<file path="src/hw/rtl/dsfc_pkg.sv">
// Shared types and constants of the distance sensor frame conditioner.
`default_nettype none

package dsfc_pkg;

   localparam int unsigned WORD_W  = 16;
   localparam int unsigned TIME_W  = 32;
   localparam int unsigned DIST_W  = 21;
   localparam int unsigned MAG_W   = 20;
   localparam int unsigned CHAN_N  = 4;
   localparam int unsigned CHAN_W  = 2;
   localparam int unsigned SPAN_W  = 15;
   localparam int unsigned PROD_W  = 57;
   localparam int unsigned SHIFT   = 37;
   localparam int unsigned BOUND_W = 23;

   localparam int unsigned REQ_DATA_W = 96;
   localparam int unsigned RSP_DATA_W = 152;
   localparam int unsigned CSR_IDX_W  = 3;
   localparam int unsigned CSR_DATA_W = 32;

   localparam logic [WORD_W-1:0] ADC_LOW  = 16'd700;
   localparam logic [WORD_W-1:0] ADC_HIGH = 16'd32100;
   localparam logic [WORD_W-1:0] WORD_MAX = 16'hFFFF;

   // d = floor((x*7190 + 157) / 314), done as ((x*7190 + 157) * M) >> 37
   // with M = ceil(2^37 / 314); the two products are folded into constants.
   localparam logic [PROD_W-1:0] MAP_SCALE  = 57'd3147089416060;
   localparam logic [PROD_W-1:0] MAP_OFFSET = 57'd68719476818;

   localparam logic [BOUND_W-1:0] MM_SCALE = 23'd100;

   localparam logic [DIST_W-1:0] INVALID_DIST = 21'h1E7960;

   localparam logic [WORD_W-1:0] MISS_LIMIT_RESET  = 16'd5;
   localparam logic [WORD_W-1:0] REGION_HIGH_RESET = 16'd7190;

   typedef enum logic [CSR_IDX_W-1:0] {
      CSR_CHAN1_ADD   = 3'd0,
      CSR_CHAN2_SUB   = 3'd1,
      CSR_CHAN3_SUB   = 3'd2,
      CSR_MISS_LIMIT  = 3'd3,
      CSR_WATCH_CHAN  = 3'd4,
      CSR_REGION_LOW  = 3'd5,
      CSR_REGION_HIGH = 3'd6,
      CSR_HOLD_TIME   = 3'd7
   } csr_index_type;

endpackage

`default_nettype wire

</file>
<file path="src/hw/rtl/dsfc_dist_map.sv">
// Clamp of one stored ADC word and linear map to distance in 0.01 mm.
`default_nettype none

module dsfc_dist_map import dsfc_pkg::*; (
   input  wire logic [WORD_W-1:0] word,
   output logic      [MAG_W-1:0]  distance
);

   logic [WORD_W-1:0] clamped;
   logic [SPAN_W-1:0] span;
   logic [PROD_W-1:0] prod;

   always_comb begin
      if (word < ADC_LOW) begin
         clamped = ADC_LOW;
      end else if (word > ADC_HIGH) begin
         clamped = ADC_HIGH;
      end else begin
         clamped = word;
      end
      span     = SPAN_W'(clamped - ADC_LOW);
      prod     = PROD_W'(span) * MAP_SCALE + MAP_OFFSET;
      distance = prod[SHIFT +: MAG_W];
   end

endmodule

`default_nettype wire

</file>
<file path="src/hw/rtl/distance_sensor_frame_conditioner.sv">
// Top level of the distance sensor frame conditioner.
//
//   channel | direction | transfer carries
//   --------+-----------+--------------------------------------------------
//   req_    | in        | one update tick: frame flag, four raw words, time
//   rsp_    | out       | four distances, miss status, region detector
//   csr_    | in        | register index and write data
//
// One tick per cycle sustained while rsp_tready is held high; a result passes the
// stage register and then the result register. The request edge updates the stored
// words and the miss counter; when the stage advances, all four channels are mapped
// and the region detector runs. Reset sets every register but stage_now_ff and
// rsp_data_ff to its documented reset value. A stalled result holds; req_tready
// drops only while both stages are full and the result is not taken.
`default_nettype none

module distance_sensor_frame_conditioner import dsfc_pkg::*; (
   input  wire logic                  clock,
   input  wire logic                  reset,
   input  wire logic                  req_tvalid,
   output logic                       req_tready,
   // word_zero, word_one, word_two, word_three, now_ms
   input  wire logic [REQ_DATA_W-1:0] req_tdata,
   // frame_present
   input  wire logic                  req_tuser,
   output logic                       rsp_tvalid,
   input  wire logic                  rsp_tready,
   // dist_zero, dist_one, dist_two, dist_three, all_valid, misses,
   // watched_raw, zone_hit, detected, region_since_ms, zero pad
   output logic      [RSP_DATA_W-1:0] rsp_tdata,
   input  wire logic                  csr_valid,
   output logic                       csr_ready,
   input  wire logic [CSR_IDX_W-1:0]  csr_index,
   input  wire logic [CSR_DATA_W-1:0] csr_wdata
);

   logic [WORD_W-1:0] chan1_add_ff, chan1_add_in;
   logic [WORD_W-1:0] chan2_sub_ff, chan2_sub_in;
   logic [WORD_W-1:0] chan3_sub_ff, chan3_sub_in;
   logic [WORD_W-1:0] miss_limit_ff, miss_limit_in;
   logic [CHAN_W-1:0] watch_ff, watch_in;
   logic [WORD_W-1:0] region_low_ff, region_low_in;
   logic [WORD_W-1:0] region_high_ff, region_high_in;
   logic [TIME_W-1:0] hold_time_ff, hold_time_in;

   logic [WORD_W-1:0] raw_store_ff [CHAN_N];
   logic [WORD_W-1:0] raw_store_in [CHAN_N];
   logic [WORD_W-1:0] miss_ff, miss_in;
   logic              stage_valid_ff, stage_valid_in;
   logic [TIME_W-1:0] stage_now_ff, stage_now_in;
   logic              was_in_region_ff, was_in_region_in;
   logic [TIME_W-1:0] spell_start_ff, spell_start_in;
   logic              rsp_valid_ff, rsp_valid_in;
   logic [RSP_DATA_W-1:0] rsp_data_ff, rsp_data_in;

   logic              req_xfer;
   logic              out_advance;
   logic              stage_advance;
   logic [WORD_W-1:0] word_in [CHAN_N];
   logic [WORD_W:0]   chan1_sum;
   logic [MAG_W-1:0]  map_dist [CHAN_N];
   logic [DIST_W-1:0] dist_out [CHAN_N];
   logic              all_valid;
   logic [MAG_W-1:0]  watched_dist;
   logic [BOUND_W-1:0] low_bound;
   logic [BOUND_W-1:0] high_bound;
   logic              zone_hit;
   logic              was_next;
   logic [TIME_W-1:0] spell_next;
   logic [TIME_W-1:0] elapsed;
   logic              detected;

   assign csr_ready   = 1'b1;
   assign out_advance = !rsp_valid_ff || rsp_tready;
   assign stage_advance = stage_valid_ff && out_advance;
   assign req_tready  = !stage_valid_ff || out_advance;
   assign req_xfer    = req_tvalid && req_tready;
   assign rsp_tvalid  = rsp_valid_ff;
   assign rsp_tdata   = rsp_data_ff;

   always_comb begin
      chan1_add_in   = chan1_add_ff;
      chan2_sub_in   = chan2_sub_ff;
      chan3_sub_in   = chan3_sub_ff;
      miss_limit_in  = miss_limit_ff;
      watch_in       = watch_ff;
      region_low_in  = region_low_ff;
      region_high_in = region_high_ff;
      hold_time_in   = hold_time_ff;
      if (csr_valid) begin
         case (csr_index_type'(csr_index))
            CSR_CHAN1_ADD:   chan1_add_in   = csr_wdata[WORD_W-1:0];
            CSR_CHAN2_SUB:   chan2_sub_in   = csr_wdata[WORD_W-1:0];
            CSR_CHAN3_SUB:   chan3_sub_in   = csr_wdata[WORD_W-1:0];
            CSR_MISS_LIMIT:  miss_limit_in  = csr_wdata[WORD_W-1:0];
            CSR_WATCH_CHAN:  watch_in       = csr_wdata[CHAN_W-1:0];
            CSR_REGION_LOW:  region_low_in  = csr_wdata[WORD_W-1:0];
            CSR_REGION_HIGH: region_high_in = csr_wdata[WORD_W-1:0];
            CSR_HOLD_TIME:   hold_time_in   = csr_wdata[TIME_W-1:0];
            default: ;
         endcase
      end
   end

   // Adjust the incoming words and update the store and miss counter.
   always_comb begin
      word_in[0] = req_tdata[0*WORD_W +: WORD_W];
      word_in[1] = req_tdata[1*WORD_W +: WORD_W];
      word_in[2] = req_tdata[2*WORD_W +: WORD_W];
      word_in[3] = req_tdata[3*WORD_W +: WORD_W];
      chan1_sum  = {1'b0, word_in[1]} + {1'b0, chan1_add_ff};

      raw_store_in   = raw_store_ff;
      miss_in        = miss_ff;
      stage_now_in   = stage_now_ff;
      stage_valid_in = stage_valid_ff;
      if (stage_advance) begin
         stage_valid_in = 1'b0;
      end
      if (req_xfer) begin
         stage_valid_in = 1'b1;
         stage_now_in   = req_tdata[CHAN_N*WORD_W +: TIME_W];
         if (req_tuser) begin
            raw_store_in[0] = word_in[0];
            raw_store_in[1] = chan1_sum[WORD_W] ? WORD_MAX : chan1_sum[WORD_W-1:0];
            raw_store_in[2] = (word_in[2] > chan2_sub_ff) ? word_in[2] - chan2_sub_ff
                                                          : '0;
            raw_store_in[3] = (word_in[3] > chan3_sub_ff) ? word_in[3] - chan3_sub_ff
                                                          : '0;
            miss_in = '0;
         end else if (miss_ff != WORD_MAX) begin
            miss_in = miss_ff + 1'b1;
         end
      end
   end

   for (genvar k = 0; k < CHAN_N; k++) begin : g_map
      dsfc_dist_map u_map (
         .word     (raw_store_ff[k]),
         .distance (map_dist[k])
      );
   end

   // Validity, region test and spell tracking.
   always_comb begin
      all_valid = miss_ff < miss_limit_ff;
      for (int k = 0; k < CHAN_N; k++) begin
         dist_out[k] = all_valid ? {1'b0, map_dist[k]} : INVALID_DIST;
      end
      watched_dist = map_dist[watch_ff];
      low_bound    = BOUND_W'(region_low_ff) * MM_SCALE;
      high_bound   = BOUND_W'(region_high_ff) * MM_SCALE;
      zone_hit = all_valid
              && (BOUND_W'(watched_dist) >= low_bound)
              && (BOUND_W'(watched_dist) <= high_bound);

      was_next   = was_in_region_ff;
      spell_next = spell_start_ff;
      if (zone_hit != was_in_region_ff) begin
         was_next   = zone_hit;
         spell_next = zone_hit ? stage_now_ff : '0;
      end else if (zone_hit && (spell_start_ff == '0)) begin
         spell_next = stage_now_ff;
      end
      elapsed  = stage_now_ff - spell_next;
      detected = zone_hit && ((hold_time_ff == '0) || (elapsed >= hold_time_ff));

      was_in_region_in = stage_advance ? was_next : was_in_region_ff;
      spell_start_in   = stage_advance ? spell_next : spell_start_ff;

      rsp_data_in = rsp_data_ff;
      if (stage_advance) begin
         rsp_data_in = {1'b0, spell_next, detected, zone_hit, raw_store_ff[watch_ff],
                        miss_ff, all_valid, dist_out[3], dist_out[2], dist_out[1],
                        dist_out[0]};
      end

      rsp_valid_in = rsp_valid_ff;
      if (stage_advance) begin
         rsp_valid_in = 1'b1;
      end else if (rsp_tready) begin
         rsp_valid_in = 1'b0;
      end
   end

   always_ff @(posedge clock) begin
      if (reset) begin
         chan1_add_ff     <= '0;
         chan2_sub_ff     <= '0;
         chan3_sub_ff     <= '0;
         miss_limit_ff    <= MISS_LIMIT_RESET;
         watch_ff         <= '0;
         region_low_ff    <= '0;
         region_high_ff   <= REGION_HIGH_RESET;
         hold_time_ff     <= '0;
         for (int k = 0; k < CHAN_N; k++) begin
            raw_store_ff[k] <= '0;
         end
         miss_ff          <= '0;
         stage_valid_ff   <= 1'b0;
         was_in_region_ff <= 1'b0;
         spell_start_ff   <= '0;
         rsp_valid_ff     <= 1'b0;
      end else begin
         chan1_add_ff     <= chan1_add_in;
         chan2_sub_ff     <= chan2_sub_in;
         chan3_sub_ff     <= chan3_sub_in;
         miss_limit_ff    <= miss_limit_in;
         watch_ff         <= watch_in;
         region_low_ff    <= region_low_in;
         region_high_ff   <= region_high_in;
         hold_time_ff     <= hold_time_in;
         raw_store_ff     <= raw_store_in;
         miss_ff          <= miss_in;
         stage_valid_ff   <= stage_valid_in;
         was_in_region_ff <= was_in_region_in;
         spell_start_ff   <= spell_start_in;
         rsp_valid_ff     <= rsp_valid_in;
      end
   end

   always_ff @(posedge clock) begin
      stage_now_ff <= stage_now_in;
      rsp_data_ff  <= rsp_data_in;
   end

endmodule

`default_nettype wire

</file>
<file path="config.mk">
export PLATFORM = sky130hd
export DESIGN_NAME = distance_sensor_frame_conditioner
export DESIGN_NICKNAME = d
export VERILOG_FILES = /design/src/hw/rtl/dsfc_pkg.sv /design/src/hw/rtl/dsfc_dist_map.sv /design/src/hw/rtl/distance_sensor_frame_conditioner.sv
export SDC_FILE = /design/constraint.sdc
export NUM_CORES = 2
export LEC_CHECK = 0
export ABC_CLOCK_PERIOD_IN_PS = 16900
export BUFFER_PORTS_ARGS = -buffer_cell sky130_fd_sc_hd__buf_2
export CAP_MARGIN = 10
export CELL_PAD_IN_SITES_DETAIL_PLACEMENT = 0
export CELL_PAD_IN_SITES_GLOBAL_PLACEMENT = 1
export CORE_MARGIN = 2
export CORE_UTILIZATION = 45
export DETAILED_ROUTE_END_ITERATION = 12
export PLACE_DENSITY_LB_ADDON = 0.25
export RECOVER_POWER = 25
export REMOVE_ABC_BUFFERS = 1
export SYNTH_ARGS = -nofsm -noshare
export SYNTH_HDL_FRONTEND = slang
export SYNTH_HIERARCHICAL = 1
export SYNTH_SLANG_ARGS = --single-unit
</file>
<file path="constraint.sdc">
create_clock -name clock -period 16.9 [get_ports clock]
set_clock_uncertainty 0.2 [all_clocks]
set_input_delay 0.845 -clock clock [delete_from_list [all_inputs] [get_ports clock]]
set_output_delay 0.845 -clock clock [all_outputs]
set_load 0.005 [all_outputs]
</file>
**Word level (Yosys, flattened, before mapping)**

Index checks and enable logic that the tools add are counted.

- Register bits after elaboration: 428
- Input bits: 137
- Output and inout bits: 155
- Logic and storage cells: 122

- Add/sub/neg operators: 13
- Multipliers: 6
- Magnitude comparators: 15
- Equality and inequality tests: 9
- Muxes and demuxes: 30
- Bitwise operators: 1
- Reduce and logical (&&, ||, !) cells: 28

Operator list:

| cell | number |
|---|---|
| 57-bit by 37-bit adder with 57-bit output (second input constant) | 4 |
| 15-bit by 40-bit multiplier with 55-bit output (second input constant) | 4 |
| 15-bit 2-to-1 mux | 8 |
| 16-bit 2-to-1 mux | 7 |
| 32-bit 2-to-1 mux | 3 |
| 21-bit 2-to-1 mux | 4 |
| 16-bit by 15-bit > comparator with 1-bit output (second input constant) | 4 |
| 32-bit zero test | 2 |
| 16-bit by 10-bit less-than comparator with 1-bit output (second input constant) | 4 |
| 15-bit by 10-bit subtractor with 15-bit output (second input constant) | 4 |
| 16-bit by 5-bit multiplier with 21-bit output (second input constant) | 2 |
| 20-bit binary-select mux with 2-bit select | 1 |
| 20-bit 2-to-1 mux | 2 |
| 16-bit binary-select mux with 2-bit select | 1 |
| 32-bit greater-or-equal comparator | 1 |
| 16-bit > comparator | 2 |
| 16-bit subtractor | 2 |
| 32-bit subtractor | 1 |
| 20-bit by 23-bit greater-or-equal comparator with 1-bit output | 1 |
| 20-bit by 23-bit <= comparator with 1-bit output | 1 |
| 2-bit AND reduction | 11 |
| 16-bit by 16-bit adder with 17-bit output | 1 |
| 16-bit by 1-bit adder with 16-bit output (second input constant) | 1 |
| 16-bit less-than comparator | 1 |
| other kinds (13) | 30 |

**Depth between registers and ports, before layout**

- Depth in word-level cells: 19
- Mapped depth: 74
- Depth with buffers taken out: 72

**Cells and area by module**

The synthesis kept the hierarchy.

Modules (own cells, without submodules):

| module | instances | cells an instance | area an instance (um^2) | sequential area each (um^2) |
|---|---|---|---|---|
| distance_sensor_frame_conditioner | 1 | 2563 | 24920.2 | 10309.9 |
| dsfc_dist_map (g_map[0].u_map ...) | 2 | 1367 | 11891.4 | 0.0 |
| dsfc_dist_map (g_map[2].u_map) | 1 | 1382 | 12087.8 | 0.0 |
| dsfc_dist_map (g_map[3].u_map) | 1 | 1329 | 11755.0 | 0.0 |

**Worst setup path after synthesis**

Ideal clock, no wire load.

- Path kind: register to register
- From: register raw_store_ff[18] (netlist bit)
- To: register rsp_data_ff[118] (netlist: rsp_tdata[118]), data pin
- Setup time: 264 ps
- Arrival: 16892 ps
- Required time: 16436 ps
- Slack: -456 ps
- Cell stages (with the launch flop): 74
- Buffers on the path: 5
- Period minus slack after synthesis: 17356 ps
- Cells stage by stage: dfxtp_1 o311a_1 o21ai_0 a21oi_1 nor2_1 a31oi_1 or3_1 ha_1 buf_4 o21ai_0 a21boi_0 a211oi_1 a41oi_1 o21ai_0 ha_1 ha_1 or2_2 fa_1 [38 not listed] a21o_1 a21o_1 a2111oi_0 o21ai_1 a2111oi_0 nor3_1 a21oi_1 xnor2_1 ha_1 a21o_1 a21o_1 a21o_1 a21o_1 a21o_1 a21oi_1 a31oi_1 o31ai_1 a21boi_1

RTL lines:

| what | line | text |
|---|---|---|
| start: declaration | distance_sensor_frame_conditioner.sv:46 | `logic [WORD_W-1:0] raw_store_ff [CHAN_N];` |
| start signal: assignment | distance_sensor_frame_conditioner.sv:213 | `raw_store_ff <= raw_store_in;` |
| end signal: assignment | distance_sensor_frame_conditioner.sv:224 | `rsp_data_ff <= rsp_data_in;` |
| end: declaration | distance_sensor_frame_conditioner.sv:54 | `logic [RSP_DATA_W-1:0] rsp_data_ff, rsp_data_in;` |

==> summary.md <==
| Metric | Value |
|---|---|
| Status | finished with violations |
| Failing checks | max-capacitance violations, max-slew violations |
| Drt wl/cell | 22.88 microns |
| Count leader, synth | inv_1 |
| Min-delay src | req_tdata[71] |
| Distinct cell type count after synthesis | between 100 and 150 |
| Uppermost layer routed | met5 |
| CTS Sinks | 425 |
| Fmax | around 0.059 GHz |
| FF-to-FF Start | raw_store_ff[20]$_SDFFE_PP0P_ |
| Worst skew pair latency | 0.64 ns |
| First-pass GRT wire length | between 400 and 500 mm |
| Synth cell count leaders | inv_1 (1475), ha_1 (1009), fa_1 (922) |
| DPL Wire Length | between 200 and 250 mm |
| Total track usage | 0.3302 |
| Die Wd | 405.5 microns |
| Met2 WL | about 120 mm |
| Rows | between 100 and 150 |
| Crit path DAT | between 15 and 20 ns |
| Final Slew Violations | 267 |
| Drt drc | 0 |
| Io pins | 292 |
| Largest net degree at the start of global routing | 119 |
| Crit. End Element | register |
| Vias in the first global route | between 60000 and 70000 |
| FFs w/ async S/R, synth | 0 |
| CORE AREA | 160400 sq um |
| Vias per cell | ~5.4 |
| Period utilization | 0.9947 |
| Final hold violations | 0 |
| Synth-to-Final Area Change | 26.26% |
| Seq cells post-synth | ~430 |
| CTS Buf Count | between 40 and 50 |
| Slew @ Worst Pin | about 4.4 ns |
| Detail Route Antenna Nets | 0 |
| DR pass1 iterations | 6 |
| Syn avg cell area | 9.059 sq um |
| Worst Hold Class | input pin to register |
| TritonCTS clock tree | built |
| CTS root buf | clkbuf_16 |
| Height of the die | 405.5 microns |
| Synth warn | 6 |
| NumNets Final | 11860 |
| GPL Wtd Cong | 1.015 |
| Layout cells sized above 1 | 0.2560 |
| Worst Path Max Fanout | 6 |
| Unrepaired setup endpoints after global routing | true |
| Post-synthesis sequential area ratio | 0.1421 |
| Number of I/O port buffers | approximately 290 |
| Slowest stage delay, CP | approximately 0.60 ns |
| Clk pin slew, worst setup/hold paths | about 0.070 ns |
| Setup ws final | 0.08891 ns |
| Clock Tree Buf Depth | 3 |
| Vias post-DR | ~65000 |
| Cts hold-fix bufs | 0 |
| Cell count after synthesis | 8008 |
| Slew HR | -1.945 |
| Synth top area share | 0.2544 |
| Pre-CTS WS | -1.115 ns |
| Total wire length | 274.3 mm |
| Setup violators final | 0 |
| Main synth FF type | dfxtp_1 |
| Starting Density | 0.4523 |
| WP data required | between 15 and 20 ns |
| Met3 wire length | just over 20 mm |
| H-tree lvl count | 2 |
| GRT Residual Overflow | 0 |
| Setup crit start | raw_store_ff[20]$_SDFFE_PP0P_ |
| MaxCap Viol Count | 4 |
| Antenna violations before repair | 15 |
| CP max stage cell | fa_1 |
| Critical path class | register to register |
| Synth area leader | fa_1 |
| Mapped Area | a little over 70000 sq um |
| Post-synth EDFFs | between 150 and 200 |
| Startpoint Class | register |
| Initial drt markers | about 5300 |
| Synth top area cells | fa_1 (25%), ha_1 (17%), inv_1 (7.6%) |
| Die footprint | about 160000 sq um |
| Minimum clock period | approximately 17 ns |
| Wire length on met1 | about 130 mm |
==> cells by family (layout without fill, tap and decap cells) <==
family                     Yosys count  in the layout  synth area share
adders and majority gates         1931           1931            0.4285
and+or+nand+nor                   1898           1898            0.1307
buffers and inverters             1727           3545           0.09289
AOI/OAI and AO/OA                 1638           1638            0.1512
DFF                                425            425            0.1421
xor gates and xnor gates           321            321           0.03936
muxes                               66             66           0.01518
other                                2              4         0.0001035
==> through the flow <==
stage / hold slack (ns) / std cells / setup TNS, ns / area, sq um / utilization
3_3_place_gp: 0.2425 / 11840 / -1.034 / 87840 / 0.5477
6_report: 0.1929 / 11990 / 0 / 91590 / 0.5711
5_1_grt: 0.1735 / 11990 / -0.4970 / 91590 / 0.5711
4_1_cts: 0.1594 / 11940 / 0 / 90350 / 0.5634
3_5_place_dp: 0.2463 / 11840 / -1.115 / 87840 / 0.5477
2_1_floorplan: 0.2303 / 7777 / -2.979 / 71420 / -
==> per-layer routing <==
metal	track usage	up-vias
met3	0.05160	291
li1	-	30670
met5	0	-
met4	0.05433	10
met1	0.4961	32090
met2	0.5059	2106
==> worst paths after layout <==
kind / endpoint / slack (ns) / cells past startpoint
setup / recovery: rsp_tdata[118]$_DFFE_PP_ / 0.09 / 73
hold / removal: stage_now_ff[7]$_DFFE_PP_ / 0.19 / 1
setup reg to reg: rsp_tdata[118]$_DFFE_PP_ / 0.09 / 73
hold reg to reg: miss_limit_ff[3]$_SDFFE_PP0P_ / 0.25 / 2
==> what timing repair did <==
action                                  4_1_cts  5_1_grt
buffers inserted                             23       42
hold endpoints to repair                      0        0
pin swaps                                    76      127
gates resized for setup                     156      193
cloned                                        1        0
endpoints found under the setup margin        1        1
==> cell usage in the layout (no fill, tap or decap), types with 93 or more instances in the layout <==
| cell | count |
|---|---|
| a21o_1 | 144 |
| ha_1 | 964 |
| a21oi_1 | 517 |
| nand2_1 | 634 |
| inv_1 | 1466 |
| buf_4 | 1648 |
| dfxtp_1 | 241 |
| edfxtp_1 | 180 |
| nand3_1 | 150 |
| buf_2 | 279 |
| xor2_1 | 134 |
| xnor2_1 | 164 |
| nor2_1 | 348 |
| nor3_1 | 93 |
| fa_1 | 905 |
| nand4_1 | 109 |
| o21ai_0 | 193 |
==> flip-flops by register name, indices dropped and copies added (netlist names), 32 cells and up <==
signal and count:
hold_time_ff 32, raw_store_ff 64, rsp_tdata 148, spell_start_ff 32, stage_now_ff 32
==> layout make-up <==
type,instances,area [sq um]
Timing Repair Buffer,1966,14260
Multi-Input combinational cell,5856,57120
Inverter,1496,5623
Fill cell,14890,68790
Tap cell,2160,2703
Antenna cell,2,5.005
Clock inverter,21,249.0
Sequential cell,425,10320
Clock buffer,62,1314
==> critical path, delay by kind of cell, from the launching register on <==
kind                       cells  cell delay (ns)
xor gates and xnor gates       3             0.51
buffers and inverters         15             1.94
AOI/OAI and AO/OA             30             5.32
DFF                            1             0.32
and+or+nand+nor               12             2.93
muxes                          2             0.84
adders and majority gates     11             4.42
Power is left out: the tool's default activity adds up to more than one toggle a clock period on the data nets, which glitch-free logic cannot reach.
